<file path="config.mk">
export PLATFORM = sky130hd
export DESIGN_NAME = sem_queue
export DESIGN_NICKNAME = d
export VERILOG_FILES = /design/src/hdl/sem_pkg.sv /design/src/hdl/sem_queue.sv
export SDC_FILE = /design/constraint.sdc
export NUM_CORES = 1
export LEC_CHECK = 0
export BUFFER_PORTS_ARGS = -buffer_cell sky130_fd_sc_hd__buf_4
export CAP_MARGIN = 10
export CORE_MARGIN = 1.5
export CORE_UTILIZATION = 50
export DETAILED_ROUTE_END_ITERATION = 16
export GPL_TIMING_DRIVEN = 0
export PLACE_DENSITY_LB_ADDON = 0.15
export REMOVE_ABC_BUFFERS = 1
export SKIP_LAST_GASP = 1
export SYNTH_ARGS = -nofsm -noshare
export SYNTH_HDL_FRONTEND = slang
export SYNTH_SLANG_ARGS = --single-unit
export TNS_END_PERCENT = 20
</file>
<file path="constraint.sdc">
create_clock -name clk -period 2.9 [get_ports clk]
set_clock_uncertainty 0.05 [all_clocks]
set_input_delay 0.435 -clock clk [delete_from_list [all_inputs] [get_ports clk]]
set_output_delay 0.435 -clock clk [all_outputs]
set_load 0.05 [all_outputs]
</file>
<file path="src/hdl/sem_pkg.sv">
// ----------------------------------------------------------------------------
// sem_pkg: shared types and constants of the Sobel edge magnitude block
// Sizes, register and command codes, and the item passed from the front end
// to the back end through the queue.
// ----------------------------------------------------------------------------
`default_nettype none

package sem_pkg;

    localparam int MaxWidth    = 1024;
    localparam int AddrW       = $clog2(MaxWidth);
    localparam int ColW        = 11;
    localparam int RowW        = 16;
    localparam int InRowW      = 17;
    localparam int PixW        = 8;
    localparam int CfgW        = 16;
    localparam int GradW       = 11;
    localparam int SumW        = 2 * GradW - 1;
    localparam int RootW       = 8;
    localparam int BitW        = $clog2(RootW);
    localparam int QDepth      = 4;
    localparam int QPtrW       = $clog2(QDepth);
    localparam int ResetWidth  = 640;
    localparam int ResetHeight = 480;

    localparam logic CmdPixel = 1'b0;
    localparam logic CmdFlush = 1'b1;

    localparam logic RegWidth  = 1'b0;
    localparam logic RegHeight = 1'b1;

    typedef struct packed {
        logic [PixW-1:0]  value;
        logic [AddrW-1:0] idx;
        logic             rd_up;
        logic             rd_lo;
        logic             started;
        logic             col0;
        logic             col1;
        logic             w1;
        logic             last;
    } sem_item_t;

    typedef struct packed {
        logic full;
        logic empty;
    } sem_qstat_t;

endpackage

`default_nettype wire

</file>
<file path="src/hdl/sem_queue.sv">
// ----------------------------------------------------------------------------
// sem_queue: short item queue between front end and back end
// Four-entry FIFO in flip-flops with full and empty status.
// ----------------------------------------------------------------------------
`default_nettype none

module sem_queue (
    input  wire logic                clk,
    input  wire logic                rst_n,
    input  wire logic                push,
    input  wire sem_pkg::sem_item_t  push_item,
    input  wire logic                pop,
    output sem_pkg::sem_item_t       pop_item,
    output sem_pkg::sem_qstat_t      stat
);

    sem_pkg::sem_item_t           entry_reg [sem_pkg::QDepth];
    logic [sem_pkg::QPtrW-1:0]    wr_ptr_reg;
    logic [sem_pkg::QPtrW-1:0]    rd_ptr_reg;
    logic [sem_pkg::QPtrW:0]      count_reg, count_next;

    assign pop_item   = entry_reg[rd_ptr_reg];
    assign stat.full  = count_reg == (sem_pkg::QPtrW+1)'(sem_pkg::QDepth);
    assign stat.empty = count_reg == '0;

    always_comb
    begin
        count_next = count_reg;
        case ({push, pop})
            2'b10:   count_next = count_reg + (sem_pkg::QPtrW+1)'(1);
            2'b01:   count_next = count_reg - (sem_pkg::QPtrW+1)'(1);
            default: count_next = count_reg;
        endcase
    end

    always_ff @(posedge clk)
    begin
        if (push)
        begin
            entry_reg[wr_ptr_reg] <= push_item;
        end
    end

    always_ff @(posedge clk or negedge rst_n)
    begin
        if (!rst_n)
        begin
            wr_ptr_reg <= '0;
            rd_ptr_reg <= '0;
            count_reg  <= '0;
        end
        else
        begin
            if (push)
            begin
                wr_ptr_reg <= wr_ptr_reg + sem_pkg::QPtrW'(1);
            end
            if (pop)
            begin
                rd_ptr_reg <= rd_ptr_reg + sem_pkg::QPtrW'(1);
            end
            count_reg <= count_next;
        end
    end

endmodule

`default_nettype wire

</file>
==> reports/results.txt <==
R2r startpoint -> wr_ptr_reg[0]$_DFFE_PN0P_
Worst-Margin Slew -> 1.19 ns
Dpl hpwl -> 4170 um
Setup-failing EPs final -> 0
Async S/R FF share, synth -> 6.54%
Most frequent cell after synthesis -> edfxtp_1
Post-synth top area cell -> edfxtp_1
Minimum clock period -> 2.68 ns
PortBufs -> 55
GRT Overall Usage -> 16.9%
Startpoint types -> flop
P_leak -> 1.72 nW
MaxCap Viol Count -> 0
Max FFs per register -> 100
Chip width -> 93.0 um
Final hold viol count -> 0
Crit Path Class -> reg2out
Vias per cell -> 5.29
CTS Buf Count -> 9
Status -> finished clean
Dominant synthesized flop cell -> edfxtp_1
Critical R2R Capture -> entry_reg[2][9]$_DFFE_PP_
Starting Density -> 52.2%
Synth Area in Compound Gates -> 0.247%
Post-synth top cells -> 100 x edfxtp_1, 18 x mux4_2, 7 x dfrtp_1, 7 x mux4_1, 6 x inv_1
Grt total ovfl -> 0
Final-layout fill cell count -> 558
Share of cells above drive strength 1 -> 39.1%
Vias in the first global route -> 2007
Synth Area in Adders -> 2.04%
Crit-path max FO -> 27
Gate Count Post-Synth -> 168
Final instance area -> 4830 um2
Die H -> 93.0 um
Number of flops mapped to enable cells by yosys -> 100
Clock latency on the worst-skew pair -> 0.35 ns
Global-route wire length before repair -> 10300 um
# rows -> 32
Synth Area in Simple Gates -> 1.27%
Core area -> 7770 um2
Relative slew slack -> 20.9%
TNS Setup -> 0 ns
Clock sinks -> 107
Part of the cycle the worst path needs -> 92.3%
DR vias -> 1799
Arrival time at the worst endpoint -> 2.19 ns
Cell Pwr Density -> 1090 nW/um2
Synth Register Bits -> 107
Synth top area cells -> edfxtp_1 74%, mux4_2 10%, mux4_1 4.5%
F_max -> 0.374 GHz
Dpl cell area -> 4530 um2
Largest net degree at the start of global routing -> 28
Register area share after synthesis -> 78.4%
Bufs on Longest Clock Path -> 2
Worst hold path class -> in2reg
Antenna cells -> 0
1st-iter DRT viols -> 89
CP required -> 2.41 ns
Internal reg-to-reg setup slack -> 1.13 ns
Xor/xnor share of the synthesized area -> 1.30%
Maximum vdd drop -> 697 uV
CP endpoint kind -> primary output
CP Launch Point -> rd_ptr_reg[0]$_DFFE_PN0P_
ANT nets after route -> 0
Avg WL per Cell -> 19.3 um
DR DRC count -> 0
Yosys warning count -> 0
NumNets Final -> 268
Slew Viols, Final -> 0
CTS tree -> built
Root Buffer -> clkbuf_8
Gpl congestion -> 0.775
DRT Wirelength -> 6580 um
Main combinational cell family by area after synthesis -> multiplexers
Area Overhead vs Synth -> 19.2%
Syn Area/Cell -> 24.1 um2
Share of the synthesized area in the top cell type -> 74.1%
DRT Pass-1 Iters -> 4
R2R depth -> 4
Initial antenna violation count -> 0
Die area -> 8650 um2
Mux contribution to synthesized area -> 14.5%
Cell Area, Synth -> 4050 um2
Distinct cells, synth -> 18
I/O Pins -> 56
Crit path to -> pop_item[2]
Clk pin slew, worst setup/hold paths -> 0.10 ns
RSZ-0062 raised after global routing -> false
H-tree depth -> 3
## area by class of cell
type / count / area (um2) / share of cell area [%]
tap: 102 / 128 / 2.64
clock inverter: 7 / 75.1 / 1.55
clock buffer: 9 / 124 / 2.56
sequential: 107 / 3180 / 65.8
inverter: 6 / 22.5 / 0.466
multi-input combinational: 49 / 786 / 16.3
timing repair buffer: 60 / 518 / 10.7
## metal layers
layer	vias up	track usage (%)	part of all wire [%]
li1	820	-	-
met1	928	18.8	38
met3	8	3.50	3.8
met4	0	7.83	1.2
met5	-	0	0
met2	43	30.8	57
## power by group
group	switching (mW)	total (mW)	internal (mW)
Clock	0.487	0.892	0.405
Sequential	0.265	2.29	2.03
Combinational	1.29	2.10	0.812
## stage by stage
| stage | utilization (%) | setup slack, ns | total power, mW | hold slack [ns] | instances |
|---|---|---|---|---|---|
| after floorplan | - | 0.375 | 3.75 | 0.0894 | 162 |
| after global placement | 58.3 | 0.0508 | 4.33 | 0.197 | 319 |
| after detailed placement | 58.3 | 0.539 | 4.42 | 0.205 | 319 |
| after CTS | 61.0 | 0.151 | 5.29 | 0.209 | 336 |
| after global routing | 62.2 | 0.0634 | 5.52 | 0.202 | 340 |
| final | 62.2 | 0.223 | 5.29 | 0.222 | 340 |
## placed cells by master (no fill, tap or decap), types with 2 or more instances in the layout
cell,count
o21ai_0,2
xnor2_1,2
buf_16,2
mux4_1,7
edfxtp_1,100
ha_1,5
and2_1,4
inv_1,6
nand2_1,3
dfrtp_1,6
clkbuf_8,9
xor2_1,4
buf_4,55
mux4_2,18
## worst min path at each step
stage | start | end | slack, ns | cells after the start
final | push_item[20] | entry_reg[2][20]$_DFFE_PP_ | 0.22 | 1
after global routing | push_item[20] | entry_reg[2][20]$_DFFE_PP_ | 0.20 | 1
after CTS | push_item[10] | entry_reg[3][10]$_DFFE_PP_ | 0.21 | 1
after detailed placement | rst_n | count_reg[2]$_DFFE_PN0P_ | 0.20 | 1
after global placement | rst_n | count_reg[2]$_DFFE_PN0P_ | 0.20 | 1
after floorplan | rst_n | count_reg[0]$_DFFE_PN0P_ | 0.09 | 0
## critical path: stages, from the launching register on
cell     delay, ns
dfrtp_2       0.95
mux4_1        0.67
buf_4         0.21
## timing repair
item,4_1_cts,5_1_grt
hold buffers,1,0
gates resized for setup,0,0
setup buffers,0,0
hold endpoints to repair,7,0
endpoints found under the setup margin,0,0
## kinds of logic after synthesis
group / count (synthesis)
muxes: 25
adders and majority gates: 6
DFF: 107
AOI/OAI and AO/OA: 2
xor gates and xnor gates: 6
buffers and inverters: 12
and+or+nand+nor: 10
Note: power is estimated with default switching activity, not from simulation.
