$ cat src/hdl/sem_pkg.sv
// ----------------------------------------------------------------------------
// sem_pkg: shared types and constants of the Sobel edge magnitude block
// Sizes, register and command codes, and the item passed from the front end
// to the back end through the queue.
// ----------------------------------------------------------------------------
`default_nettype none

package sem_pkg;

    localparam int MaxWidth    = 1024;
    localparam int AddrW       = $clog2(MaxWidth);
    localparam int ColW        = 11;
    localparam int RowW        = 16;
    localparam int InRowW      = 17;
    localparam int PixW        = 8;
    localparam int CfgW        = 16;
    localparam int GradW       = 11;
    localparam int SumW        = 2 * GradW - 1;
    localparam int RootW       = 8;
    localparam int BitW        = $clog2(RootW);
    localparam int QDepth      = 4;
    localparam int QPtrW       = $clog2(QDepth);
    localparam int ResetWidth  = 640;
    localparam int ResetHeight = 480;

    localparam logic CmdPixel = 1'b0;
    localparam logic CmdFlush = 1'b1;

    localparam logic RegWidth  = 1'b0;
    localparam logic RegHeight = 1'b1;

    typedef struct packed {
        logic [PixW-1:0]  value;
        logic [AddrW-1:0] idx;
        logic             rd_up;
        logic             rd_lo;
        logic             started;
        logic             col0;
        logic             col1;
        logic             w1;
        logic             last;
    } sem_item_t;

    typedef struct packed {
        logic full;
        logic empty;
    } sem_qstat_t;

endpackage

`default_nettype wire

$ cat src/hdl/sem_front.sv
// ----------------------------------------------------------------------------
// sem_front: input classification and position tracking
// Holds the size registers and raster counters, drops items that have no
// effect and queues the others with everything the back end needs.
// ----------------------------------------------------------------------------
`default_nettype none

module sem_front (
    input  wire logic                        clk,
    input  wire logic                        rst_n,
    input  wire logic                        cfg_we,
    input  wire logic                        cfg_index,
    input  wire logic [sem_pkg::CfgW-1:0]    cfg_data,
    input  wire logic                        s_axis_tvalid,
    output logic                             s_axis_tready,
    input  wire logic [sem_pkg::PixW-1:0]    s_axis_tdata,
    input  wire logic                        s_axis_tuser,
    input  wire logic                        clearing,
    input  wire sem_pkg::sem_qstat_t         q_stat,
    output logic                             push,
    output sem_pkg::sem_item_t               push_item
);

    logic [sem_pkg::ColW-1:0]   width_reg;
    logic [sem_pkg::RowW-1:0]   height_reg;
    logic [sem_pkg::ColW-1:0]   in_column_reg, in_column_next;
    logic [sem_pkg::InRowW-1:0] in_row_reg, in_row_next;
    logic [sem_pkg::ColW-1:0]   out_column_reg, out_column_next;
    logic [sem_pkg::RowW-1:0]   out_row_reg, out_row_next;

    logic [sem_pkg::ColW-1:0]   w_eff;
    logic [sem_pkg::RowW-1:0]   h_eff;
    logic                       accept;
    logic                       pixel_phase;
    logic                       drop;
    logic                       started;
    logic [sem_pkg::ColW-1:0]   in_column_inc;
    logic [sem_pkg::ColW-1:0]   out_column_inc;

    always_comb
    begin
        if (width_reg == '0)
        begin
            w_eff = sem_pkg::ColW'(1);
        end
        else if (int'(width_reg) > sem_pkg::MaxWidth)
        begin
            w_eff = sem_pkg::ColW'(sem_pkg::MaxWidth);
        end
        else
        begin
            w_eff = width_reg;
        end
        h_eff = (height_reg == '0) ? sem_pkg::RowW'(1) : height_reg;
    end

    assign s_axis_tready = !clearing && !q_stat.full;
    assign accept        = s_axis_tvalid && s_axis_tready;
    assign pixel_phase   = in_row_reg < {1'b0, h_eff};
    assign drop          = (out_row_reg >= h_eff)
                        || (pixel_phase && s_axis_tuser == sem_pkg::CmdFlush);
    assign started       = (in_row_reg >= sem_pkg::InRowW'(2))
                        || (in_row_reg == sem_pkg::InRowW'(1) && in_column_reg != '0);
    assign push          = accept && !drop;

    always_comb
    begin
        push_item.value   = pixel_phase ? s_axis_tdata : '0;
        push_item.idx     = (int'(in_column_reg) < sem_pkg::MaxWidth)
                          ? sem_pkg::AddrW'(in_column_reg)
                          : sem_pkg::AddrW'(sem_pkg::MaxWidth - 1);
        push_item.rd_up   = in_row_reg >= sem_pkg::InRowW'(2);
        push_item.rd_lo   = in_row_reg != '0;
        push_item.started = started;
        push_item.col0    = in_column_reg == '0;
        push_item.col1    = in_column_reg == sem_pkg::ColW'(1);
        push_item.w1      = w_eff == sem_pkg::ColW'(1);
        push_item.last    = (out_row_reg == h_eff - sem_pkg::RowW'(1))
                         && (out_column_reg == w_eff - sem_pkg::ColW'(1));
    end

    always_comb
    begin
        in_column_next  = in_column_reg;
        in_row_next     = in_row_reg;
        out_column_next = out_column_reg;
        out_row_next    = out_row_reg;
        in_column_inc   = in_column_reg + sem_pkg::ColW'(1);
        out_column_inc  = out_column_reg + sem_pkg::ColW'(1);
        if (push)
        begin
            if (started)
            begin
                if (out_column_inc >= w_eff)
                begin
                    out_column_next = '0;
                    out_row_next    = out_row_reg + sem_pkg::RowW'(1);
                end
                else
                begin
                    out_column_next = out_column_inc;
                end
            end
            if (in_column_inc >= w_eff)
            begin
                in_column_next = '0;
                in_row_next    = in_row_reg + sem_pkg::InRowW'(1);
            end
            else
            begin
                in_column_next = in_column_inc;
            end
        end
    end

    always_ff @(posedge clk or negedge rst_n)
    begin
        if (!rst_n)
        begin
            width_reg      <= sem_pkg::ColW'(sem_pkg::ResetWidth);
            height_reg     <= sem_pkg::RowW'(sem_pkg::ResetHeight);
            in_column_reg  <= '0;
            in_row_reg     <= '0;
            out_column_reg <= '0;
            out_row_reg    <= '0;
        end
        else
        begin
            if (cfg_we)
            begin
                case (cfg_index)
                    sem_pkg::RegWidth:  width_reg  <= cfg_data[sem_pkg::ColW-1:0];
                    sem_pkg::RegHeight: height_reg <= cfg_data[sem_pkg::RowW-1:0];
                    default:            ;
                endcase
            end
            in_column_reg  <= in_column_next;
            in_row_reg     <= in_row_next;
            out_column_reg <= out_column_next;
            out_row_reg    <= out_row_next;
        end
    end

endmodule

`default_nettype wire

$ cat config.mk
export PLATFORM = sky130hd
export DESIGN_NAME = sem_front
export DESIGN_NICKNAME = d
export VERILOG_FILES = /design/src/hdl/sem_pkg.sv /design/src/hdl/sem_front.sv
export SDC_FILE = /design/constraint.sdc
export NUM_CORES = 1
export LEC_CHECK = 0
export BUFFER_PORTS_ARGS = -buffer_cell sky130_fd_sc_hd__buf_2
export CAP_MARGIN = 30
export CORE_AREA = 4 4 120 122
export DETAILED_ROUTE_END_ITERATION = 16
export DIE_AREA = 0 0 124 126
export GPL_TIMING_DRIVEN = 0
export HOLD_SLACK_MARGIN = 0.08
export MAX_ROUTING_LAYER = met4
export PLACE_DENSITY = 0.68
export SETUP_SLACK_MARGIN = 0.02
export SKIP_LAST_GASP = 1
export SYNTH_ARGS = -nofsm -noshare
export SYNTH_HDL_FRONTEND = slang
export SYNTH_SLANG_ARGS = --single-unit
$ cat constraint.sdc
create_clock -name clk -period 4.4 [get_ports clk]
set_clock_uncertainty 0.1 [all_clocks]
set_input_delay 0.22 -clock clk [delete_from_list [all_inputs] [get_ports clk]]
set_output_delay 0.22 -clock clk [all_outputs]
set_load 0.005 [all_outputs]
==> results.py, run 1 <==
metrics = {
    "clock_network": {
        "clk_latency_ns": 0.35,
        "clockBufferDepth": 2,
        "cts_sinks": 82,
        "cts_max_level": 3,
        "numCtsBuffers": 9,
        "clkSlewWorstSetupHoldPaths_ns": 0.06,
        "root_buffer": "clkbuf_16",
        "cts_tree": "yes",
    },
    "global_route": {
        "first_global_vias": 5909,
        "grtUsageTotal": 0.241,
        "antenna_found_initial": 0,
        "grt_max_degree": 50,
        "grt_pass1_wl_mm": 29.2,
        "gr-total-overflow": 0,
    },
    "layout": {
        "finalNetCount": 919,
        "layout-drive-gt1-share": 0.205,
        "final_common_cell": "dfrtp_1",
        "finalNonFillerCells": 1002,
        "final_cell_area_mm2": 0.00772,
        "diodes": 0,
        "largest_reg_flops": 17,
        "final.fill_count": 1153,
        "syn_to_final_growth_pct": 17.3,
        "layout_common_cells": "dfrtp_1 (75), ha_1 (65), nand2_1 (58)",
        "post-route-util": 0.586,
    },
    "setup_path": {
        "path_max_fanout": 7,
        "crit_required_ns": 4.08,
        "r2r_cells": 16,
        "r2r_start": "height_reg[4]",
        "startpoint_type": "register",
        "critical_path_class": "reg -> out",
        "reg2reg_setup_slack_ns": 0.20,
        "crit_arrival_ns": 4.20,
        "critPathCaptureType": "output port",
        "rr_endpoint": "out_row_reg[1]",
    },
    "floorplanning": {
        "start_util": 0.499,
        "die_x_um": 124,
        "fp-row-count": 42,
        "coreArea_mm2": 0.0132,
        "dieArea_mm2": 0.0156,
        "die_h_um": 126,
        "io_pins": 60,
    },
    "detailed_routing": {
        "detail_route.iter0.violations": 509,
        "wl_per_cell_um": 17.4,
        "ant_nets": 0,
        "drt-total-wl_mm": 17.4,
        "viasPerCell": 5.83,
        "firstDrtPassIters": 6,
        "drc": 0,
        "num_vias": 5839,
    },
    "synthesis": {
        "syn_area_per_cell_um2": 9.03,
        "ys.flop_type": "dfrtp_1",
        "synth_warnings": 0,
        "syn_inst": 729,
        "synth_edf_count": 0,
        "netlist_area_mm2": 0.00659,
        "yosysTopAreaCell": "dfrtp_1",
        "ys_async_sr_fraction": 1.00,
        "ys_ff_latch": 82,
        "synthDominantCellAreaShare": 0.289,
        "synth.distinct_cells": 73,
        "synth-seq-area-share": 0.313,
        "synth_area_leaders": "dfrtp_1 (29%), ha_1 (12%), xor2_1 (6.0%)",
        "syn-num-nets": 827,
    },
    "min_path": {
        "hold_start": "cfg_index",
        "holdPathEnd": "width_reg[1]",
        "hold_path_depth": 3,
        "worstHoldPathType": "in -> reg",
    },
    "timing": {
        "period_needed_ns": 4.52,
        "tightest_slew_ns": 1.03,
        "slew_viol_final": 0,
        "setup_slack_ns": -0.116,
        "slew_headroom": 0.311,
        "hold-worst-slack_ns": 0.180,
        "fmax_ghz": 0.221,
        "setup_violations": 1,
        "rsz0062_at_grt": "true",
        "final_hold_viol_count": 0,
        "period_share": 1.03,
    },
    "power_and_ir_drop": {
        "p_clk_frac": 0.306,
        "switching_share": 0.359,
        "p_leak_nw": 3.67,
        "pwr-share-seq": 0.373,
        "p_comb_frac": 0.320,
        "p_switching_uw": 917,
        "p_per_area_mw_per_mm2": 331,
        "internal_power_mw": 1.64,
        "peakVddDrop_mv": 0.186,
    },
    "run": {
        "drv_cap": 0,
    },
    "run_status": {
        "status": "finished, violations left",
        "violations": "setup timing",
    },
    "placed_design": {
        "port-buffer-count": 58,
        "gp_congestion": 0.898,
        "placed_cells": 964,
        "hpwl_mm": 13.1,
        "place_area_mm2": 0.00713,
    },
}
[power by group through the flow]
stage	clock network, mW	logic, mW	registers [mW]
final	0.782	0.818	0.954
after global routing	0.832	0.922	0.966
after CTS	0.799	0.811	0.948
after detailed placement	0	0.786	0.960
after global placement	0	0.752	0.956
after floorplan	0	0.566	0.920
[layer usage]
layer,global-route usage,part of all wire,vias up,wire (µm)
met5,-,0,-,0
met3,0.0309,0.043,33,746
met4,0.0966,0.025,0,439
met2,0.386,0.49,182,8520
met1,0.308,0.44,2818,7730
li1,-,-,2806,-
[worst max path at each step]
stage                        startpoint  slack (ns)                end  cells after the start
after floorplan           height_reg[4]        0.53  out_column_reg[5]                     14
after global placement    height_reg[4]      -0.009  out_column_reg[5]                     14
final                     height_reg[4]       -0.12       push_item[0]                     14
after CTS                 height_reg[4]       -0.26       push_item[0]                     15
after detailed placement  height_reg[4]       -0.08  out_column_reg[5]                     14
after global routing      height_reg[4]       -0.29       push_item[0]                     14
[cells in the mapped netlist, drive strengths merged, types with 3 or more instances]
| library cell | instances |
|---|---|
| dfrtp | 76 |
| ha | 65 |
| nand2 | 58 |
| xor2 | 45 |
| o21ai | 42 |
| inv | 37 |
| nor2 | 33 |
| nor3 | 31 |
| nand3 | 29 |
| mux2 | 28 |
| xnor2 | 28 |
| clkbuf | 25 |
| nand2b | 21 |
| a21oi | 20 |
| and3 | 17 |
| or2 | 17 |
| nand4 | 16 |
| nor4 | 13 |
| and2 | 12 |
| o31ai | 9 |
| or3 | 9 |
| a21o | 8 |
| buf | 8 |
| mux2i | 8 |
| dfstp | 6 |
| o211ai | 6 |
| nor2b | 5 |
| nor4b | 5 |
| o41ai | 4 |
| a211o | 3 |
| a211oi | 3 |
| nand4b | 3 |
| o2111ai | 3 |
| or3b | 3 |
| or4 | 3 |
[per-stage QoR]
stage	power [mW]	TNS, ns	setup WS [ns]
after global placement	1.71	-0.00893	-0.00893
final	2.55	-0.116	-0.116
after global routing	2.72	-0.303	-0.287
after CTS	2.56	-0.258	-0.258
after detailed placement	1.75	-0.0884	-0.0810
after floorplan	1.49	0	0.531
[kinds of logic (layout without fill, tap and decap cells)]
group / Yosys count / after routing / synth area share
AOI/OAI and AO/OA: 122 / 122 / 0.129
DFF: 82 / 82 / 0.313
muxes: 36 / 36 / 0.0606
buffers and inverters: 70 / 167 / 0.0471
xor gates and xnor gates: 73 / 73 / 0.0971
and+or+nand+nor: 281 / 281 / 0.230
adders and majority gates: 65 / 65 / 0.123
[critical path, stage by stage (launching register included)]
cell,delay (ns)
dfrtp_2,0.45
or4_4,0.54
or4b_4,0.53
clkbuf_8,0.17
nor2_1,0.08
a21oi_1,0.10
ha_1,0.36
xnor2_1,0.15
a2111o_1,0.41
a2111oi_4,0.21
nand3_1,0.16
nor3_1,0.16
nand4_1,0.11
a2111oi_2,0.25
buf_2,0.18
[timing repair]
action                                  4_1_cts  5_1_grt
gates resized for setup                       9        6
setup buffers                                 3        4
pin swaps                                     4        8
endpoints found under the hold margin        60        0
endpoints found under the setup margin        4       12
hold buffers                                 17        0
[area by class of cell]
cell class                 instances  area [µm²]  area share
buffer                            31         173      0.0224
clock buffer                       9         225      0.0292
clock inverter                     7        77.6      0.0100
inverter                          37         139      0.0180
multi-input combinational        577        4270       0.553
sequential                        82        2060       0.267
tap                              176         220      0.0285
timing repair buffer              83         556      0.0719
Power figures use the tool's default switching activity.
==> run 2, diff against run 1 <==
CELL_PAD_IN_SITES_DETAIL_PLACEMENT = 0   (was unset)
CELL_PAD_IN_SITES_GLOBAL_PLACEMENT = 2   (was unset)
CORE_AREA = 4 4 137 139   (was 4 4 120 122)
DIE_AREA = 0 0 141 143   (was 0 0 124 126)
MAX_ROUTING_LAYER = unset   (was met4)
PLACE_DENSITY = unset   (was 0.68)
PLACE_DENSITY_LB_ADDON = 0.1   (was unset)
==> run 2 against run 1 <==
Against the previous run:
- the run still ends with setup timing left
- worst setup slack lost 0.088 ns
- routed wire length grew 8.1%
- clock power grew 3.7%
- sequential cell count is the same
- non-clock buffer count is the same
- sequential power grew 0.5%
- die area grew 29%
- power grew 2.4%
- cell area grew 1.4%
==> results.py, run 2 (same netlist as run 1, synthesis figures left out) <==
metrics = {
    "clock_network": {
        "clockBufferDepth": 2,
        "clk_latency_ns": 0.36,
        "cts_max_level": 3,
        "numCtsBuffers": 9,
        "root_buffer": "clkbuf_16",
        "clkSlewWorstSetupHoldPaths_ns": 0.07,
        "cts_tree": "yes",
        "cts_sinks": 82,
    },
    "run_status": {
        "violations": "setup timing",
        "status": "finished, violations left",
    },
    "setup_path": {
        "cp-startpoint": "height_reg[4]",
        "crit_arrival_ns": 4.28,
        "crit_required_ns": 4.08,
        "cp_slowest_cell": "or4_4",
        "r2r_start": "height_reg[4]",
        "startpoint_type": "register",
        "path_max_fanout": 5,
        "critical_path_class": "reg -> out",
        "r2r_cells": 14,
        "path_cells": "or4_4 > or4b_4 > buf_6 > nor2_4 > a21oi_4 > ha_4 > xnor2_2 > a2111o_1 > a2111oi_2 > nand3_1 > nor3_2 > nand4_1 > a2111oi_4 > buf_2",
        "critPathCaptureType": "output port",
        "slowest_delay_ns": 0.53,
    },
    "layout": {
        "final.fill_count": 1778,
        "finalNonFillerCells": 1055,
        "final_common_cell": "dfrtp_1",
        "diodes": 0,
        "regArea_mm2": 0.00206,
        "layout_common_cells": "dfrtp_1 (74), ha_1 (63), nand2_1 (58), buf_2 (58), xor2_1 (45)",
        "finalNetCount": 919,
        "largest_reg_flops": 17,
        "multi_input_area_mm2": 0.00434,
        "layout-drive-gt1-share": 0.213,
        "syn_to_final_growth_pct": 19.0,
    },
    "detailed_routing": {
        "viasPerCell": 5.35,
        "num_vias": 5645,
        "drt-total-wl_mm": 18.8,
        "drc": 0,
        "firstDrtPassIters": 5,
        "detail_route.iter0.violations": 244,
        "ant_nets": 0,
        "wl_per_cell_um": 17.9,
    },
    "global_route": {
        "grt_pass1_wl_mm": 30.9,
        "grtUsageTotal": 0.194,
        "first_global_vias": 5649,
        "grt_max_degree": 59,
        "antenna_found_initial": 0,
        "gr-total-overflow": 0,
    },
    "floorplanning": {
        "die_h_um": 143,
        "fp-row-count": 49,
        "io_pins": 60,
        "start_util": 0.373,
        "dieArea_mm2": 0.0202,
        "die_x_um": 141,
        "coreArea_mm2": 0.0177,
    },
    "run": {
        "drv_cap": 0,
    },
    "timing": {
        "period_needed_ns": 4.60,
        "setup_tns_ns": -0.203,
        "slew_headroom": 0.316,
        "setup_violations": 1,
        "period_share": 1.05,
        "final_hold_viol_count": 0,
        "fmax_ghz": 0.217,
        "tightest_slew_ns": 1.03,
        "setup_slack_ns": -0.203,
        "slew_viol_final": 0,
        "rsz0062_at_grt": "true",
    },
    "placed_design": {
        "hpwl_mm": 14.7,
        "gp_congestion": 0.782,
        "dpl_worst_slack_ns": -0.180,
        "placed_cells": 1018,
        "port-buffer-count": 58,
    },
    "min_path": {
        "hold_start": "cfg_index",
        "worstHoldPathType": "in -> reg",
        "hold_path_depth": 3,
    },
    "power_and_ir_drop": {
        "internal_power_mw": 1.65,
        "p_clk_frac": 0.310,
        "p_comb_frac": 0.323,
        "p_leak_nw": 3.67,
        "p_switching_uw": 961,
        "pwr-share-seq": 0.367,
        "p_per_area_mw_per_mm2": 334,
        "switching_share": 0.368,
        "peakVddDrop_mv": 0.208,
    },
}
==> run 2: changes by cell type in the layout (fill, tap and decap cells not counted), sizes merged <==
cell	delta
clkinv	-2
buf	+1
inv	+1
==> run 2: worst paths after layout <==
path / slack (ns) / end
setup reg to reg: 0.34 / out_column_reg[6]
max in group asynchronous: 3.36 / out_column_reg[0]
min in group asynchronous: 0.21 / height_reg[14]
hold / removal: 0.19 / width_reg[0]
setup / recovery: -0.20 / push_item[0]
hold reg to reg: 0.43 / in_row_reg[16]
==> run 2: routing by layer <==
layer  track usage  vias up  part of all wire
met5             0        -                 0
met3        0.0231       16             0.031
met2         0.311      110              0.46
met4        0.0510        0             0.012
met1         0.279     2709              0.50
li1              -     2810                 -
==> run 2: critical path, delay by kind of cell, from the launching register on <==
family / cells / cell delay [ns]
compound gates: 4 / 1.11
flops: 1 / 0.44
fa+ha+maj: 1 / 0.28
xor+xnor: 1 / 0.13
buf+inv: 2 / 0.33
simple gates: 6 / 1.62
==> run 2: timing repair <==
item                                    in CTS  in global routing
cloned                                       0                  0
hold buffers                                17                  0
endpoints found under the setup margin       4                 14
buffers inserted                             3                  3
gates resized for setup                     10                 17
endpoints found under the hold margin      109                  0
pin swaps                                    2                 11
==> run 2: power groups by stage <==
stage / combinational [mW] / sequential (mW) / clock (mW)
2_1_floorplan: 0.566 / 0.920 / 0
3_3_place_gp: 0.783 / 0.962 / 0
3_5_place_dp: 0.805 / 0.965 / 0
4_1_cts: 0.829 / 0.952 / 0.827
5_1_grt: 0.968 / 0.974 / 0.858
6_report: 0.846 / 0.959 / 0.811
==> run 2: through the flow <==
stage	utilization	total power, mW	instance area [µm²]	hold slack (ns)
3_3_place_gp	0.406	1.75	7160	0.353
6_report	0.444	2.62	7840	0.188
2_1_floorplan	-	1.49	6590	-0.176
3_5_place_dp	0.408	1.77	7200	0.0555
4_1_cts	0.438	2.61	7730	0.186
5_1_grt	0.444	2.80	7840	0.205
==> run 2: area by class of cell <==
cell class	instances	area share
plain buffers	31	0.0217
clock buffers	10	0.0292
clock inverters	6	0.00926
inverters	37	0.0177
multi-input cells	577	0.553
flip-flops and latches	82	0.263
well taps	229	0.0366
repair buffers	83	0.0690
==> run 3, diff against run 2 <==
SLEW_MARGIN = 20   (was unset)
TNS_END_PERCENT = 30   (was unset)
==> run 3 against run 2 <==
Against the previous run:
- die area unchanged
- sequential share of layout area up 0.15 points
- clock-buffer cell count unchanged
- first-iteration DRC count down 4.5%
- sequential power down 0.4%
- global-route usage down 0.12 points
- non-clock buffer count down 2
- worst hold slack better by 0.0060 ns
- largest power group unchanged
- core utilization down 0.26 points
- the run still ends with setup timing left
- worst setup slack better by 0.14 ns
==> results.py, run 3 (same netlist as run 1, synthesis figures left out) <==
metrics = {
    "run_status": {
        "status": "finished, violations left",
        "violations": "setup timing",
    },
    "clock_network": {
        "clk_latency_ns": 0.35,
        "root_buffer": "clkbuf_16",
        "cts_max_level": 3,
        "cts_sinks": 82,
        "clockBufferDepth": 2,
        "clkSlewWorstSetupHoldPaths_ns": 0.07,
        "cts_tree": "yes",
        "numCtsBuffers": 9,
    },
    "power_and_ir_drop": {
        "power.total_mw": 2.60,
        "internal_power_mw": 1.65,
        "peakVddDrop_mv": 0.195,
        "switching_share": 0.365,
        "p_per_area_mw_per_mm2": 333,
        "p_clk_frac": 0.310,
        "p_leak_nw": 3.66,
        "p_switching_uw": 947,
        "pwr-share-seq": 0.368,
        "p_comb_frac": 0.322,
    },
    "layout": {
        "syn_to_final_growth_pct": 18.3,
        "largest_reg_flops": 17,
        "diodes": 0,
        "finalNetCount": 917,
        "layout-drive-gt1-share": 0.210,
        "layout_common_cells": "dfrtp_1 (74), ha_1 (64), nand2_1 (58), buf_2 (58), xor2_1 (45)",
        "final_common_cell": "dfrtp_1",
    },
    "placed_design": {
        "gp_congestion": 0.782,
        "hpwl_mm": 14.7,
        "dpl_worst_slack_ns": -0.173,
        "port-buffer-count": 58,
    },
    "detailed_routing": {
        "detail_route.iter0.violations": 233,
        "wl_per_cell_um": 17.7,
        "ant_nets": 0,
        "drc": 0,
        "firstDrtPassIters": 5,
        "drt-total-wl_mm": 18.7,
        "num_vias": 5651,
        "viasPerCell": 5.37,
    },
    "timing": {
        "hold-worst-slack_ns": 0.194,
        "slew_headroom": 0.542,
        "setup_violations": 1,
        "slew_viol_final": 0,
        "period_needed_ns": 4.47,
        "setup_slack_ns": -0.0674,
        "fmax_ghz": 0.224,
        "setup_tns_ns": -0.0674,
        "rsz0062_at_grt": "true",
        "tightest_slew_ns": 0.680,
        "final_hold_viol_count": 0,
        "period_share": 1.02,
    },
    "floorplanning": {
        "die_h_um": 143,
        "start_util": 0.373,
        "dieArea_mm2": 0.0202,
        "io_pins": 60,
        "die_x_um": 141,
        "fp-row-count": 49,
        "coreArea_mm2": 0.0177,
    },
    "global_route": {
        "grt_pass1_wl_mm": 30.6,
        "antenna_found_initial": 0,
        "grt_max_degree": 53,
        "grtUsageTotal": 0.193,
        "first_global_vias": 5604,
        "gr-total-overflow": 0,
    },
    "setup_path": {
        "crit_arrival_ns": 4.15,
        "crit_required_ns": 4.08,
        "critical_path_class": "reg -> out",
        "path_max_fanout": 5,
        "startpoint_type": "register",
        "critPathCaptureType": "output port",
    },
    "run": {
        "drv_cap": 0,
    },
    "min_path": {
        "worstHoldPathType": "in -> reg",
    },
}
[run 3: cell count changes in the layout (fill, tap and decap cells not counted), sizes merged]
cell,change
buf,-3
clkbuf,+1
clkinv,+1
clkinvlp,-1
[run 3: final cells by class]
class                      instances  area (µm²)
buffer                            30         159
clock buffer                      10         229
clock inverter                     6        73.8
fill                            1775        9870
inverter                          37         139
multi-input combinational        577        4310
sequential                        82        2060
tap                              229         287
timing repair buffer              82         533
[run 3: worst paths after layout]
kind	slack, ns	depth (start not counted)	start	endpoint
worst max-delay path	-0.07	14	height_reg[4]	push_item[0]
worst min-delay path	0.19	3	cfg_index	width_reg[1]
worst max register to register	0.33	14	width_reg[8]	out_column_reg[6]
worst min register to register	0.43	1	in_row_reg[16]	in_row_reg[16]
max in group asynchronous	3.34	3	rst_n	in_column_reg[10]
min in group asynchronous	0.25	2	rst_n	height_reg[13]
[run 3: layer usage]
layer	GRT usage	routed length, µm	vias to the layer above
met1	0.281	9400	2720
met4	0.0571	304	0
met3	0.0214	535	19
met5	0	0	-
met2	0.303	8420	100
li1	-	-	2812
[run 3: timing repair]
item                                    CTS  global route
hold buffers                             17             0
buffers inserted                          2             2
resized for setup                        11            11
pin swaps                                 3             5
endpoints found under the setup margin    5            23
hold endpoints to repair                 57             0
[run 3: stage by stage]
step           utilization  instances  area [µm²]
2_1_floorplan            -        729        6590
3_3_place_gp         0.406       1016        7160
3_5_place_dp         0.408       1018        7200
4_1_cts              0.439       1053        7750
5_1_grt              0.441       1053        7790
6_report             0.441       1053        7790
[run 3: power by group through the flow]
stage / Clock [mW] / Combinational (mW) / Sequential, mW
floorplan: 0 / 0.566 / 0.920
global placement: 0 / 0.783 / 0.962
detailed placement: 0 / 0.807 / 0.965
CTS: 0.823 / 0.849 / 0.952
global route: 0.858 / 0.960 / 0.971
finish: 0.804 / 0.837 / 0.955
[run 3: worst max-delay path, stage by stage (launching register included)]
cell and delay, ns:
dfrtp_2 0.42, or4_4 0.55, or4b_4 0.56, nor2_4 0.11, a21oi_2 0.07, inv_2 0.12
ha_4 0.20, nand2b_4 0.14, a2111o_1 0.37, a2111oi_2 0.34, nand3_1 0.18, nor3_2 0.17
nand4_1 0.14, a2111oi_4 0.26, buf_2 0.18
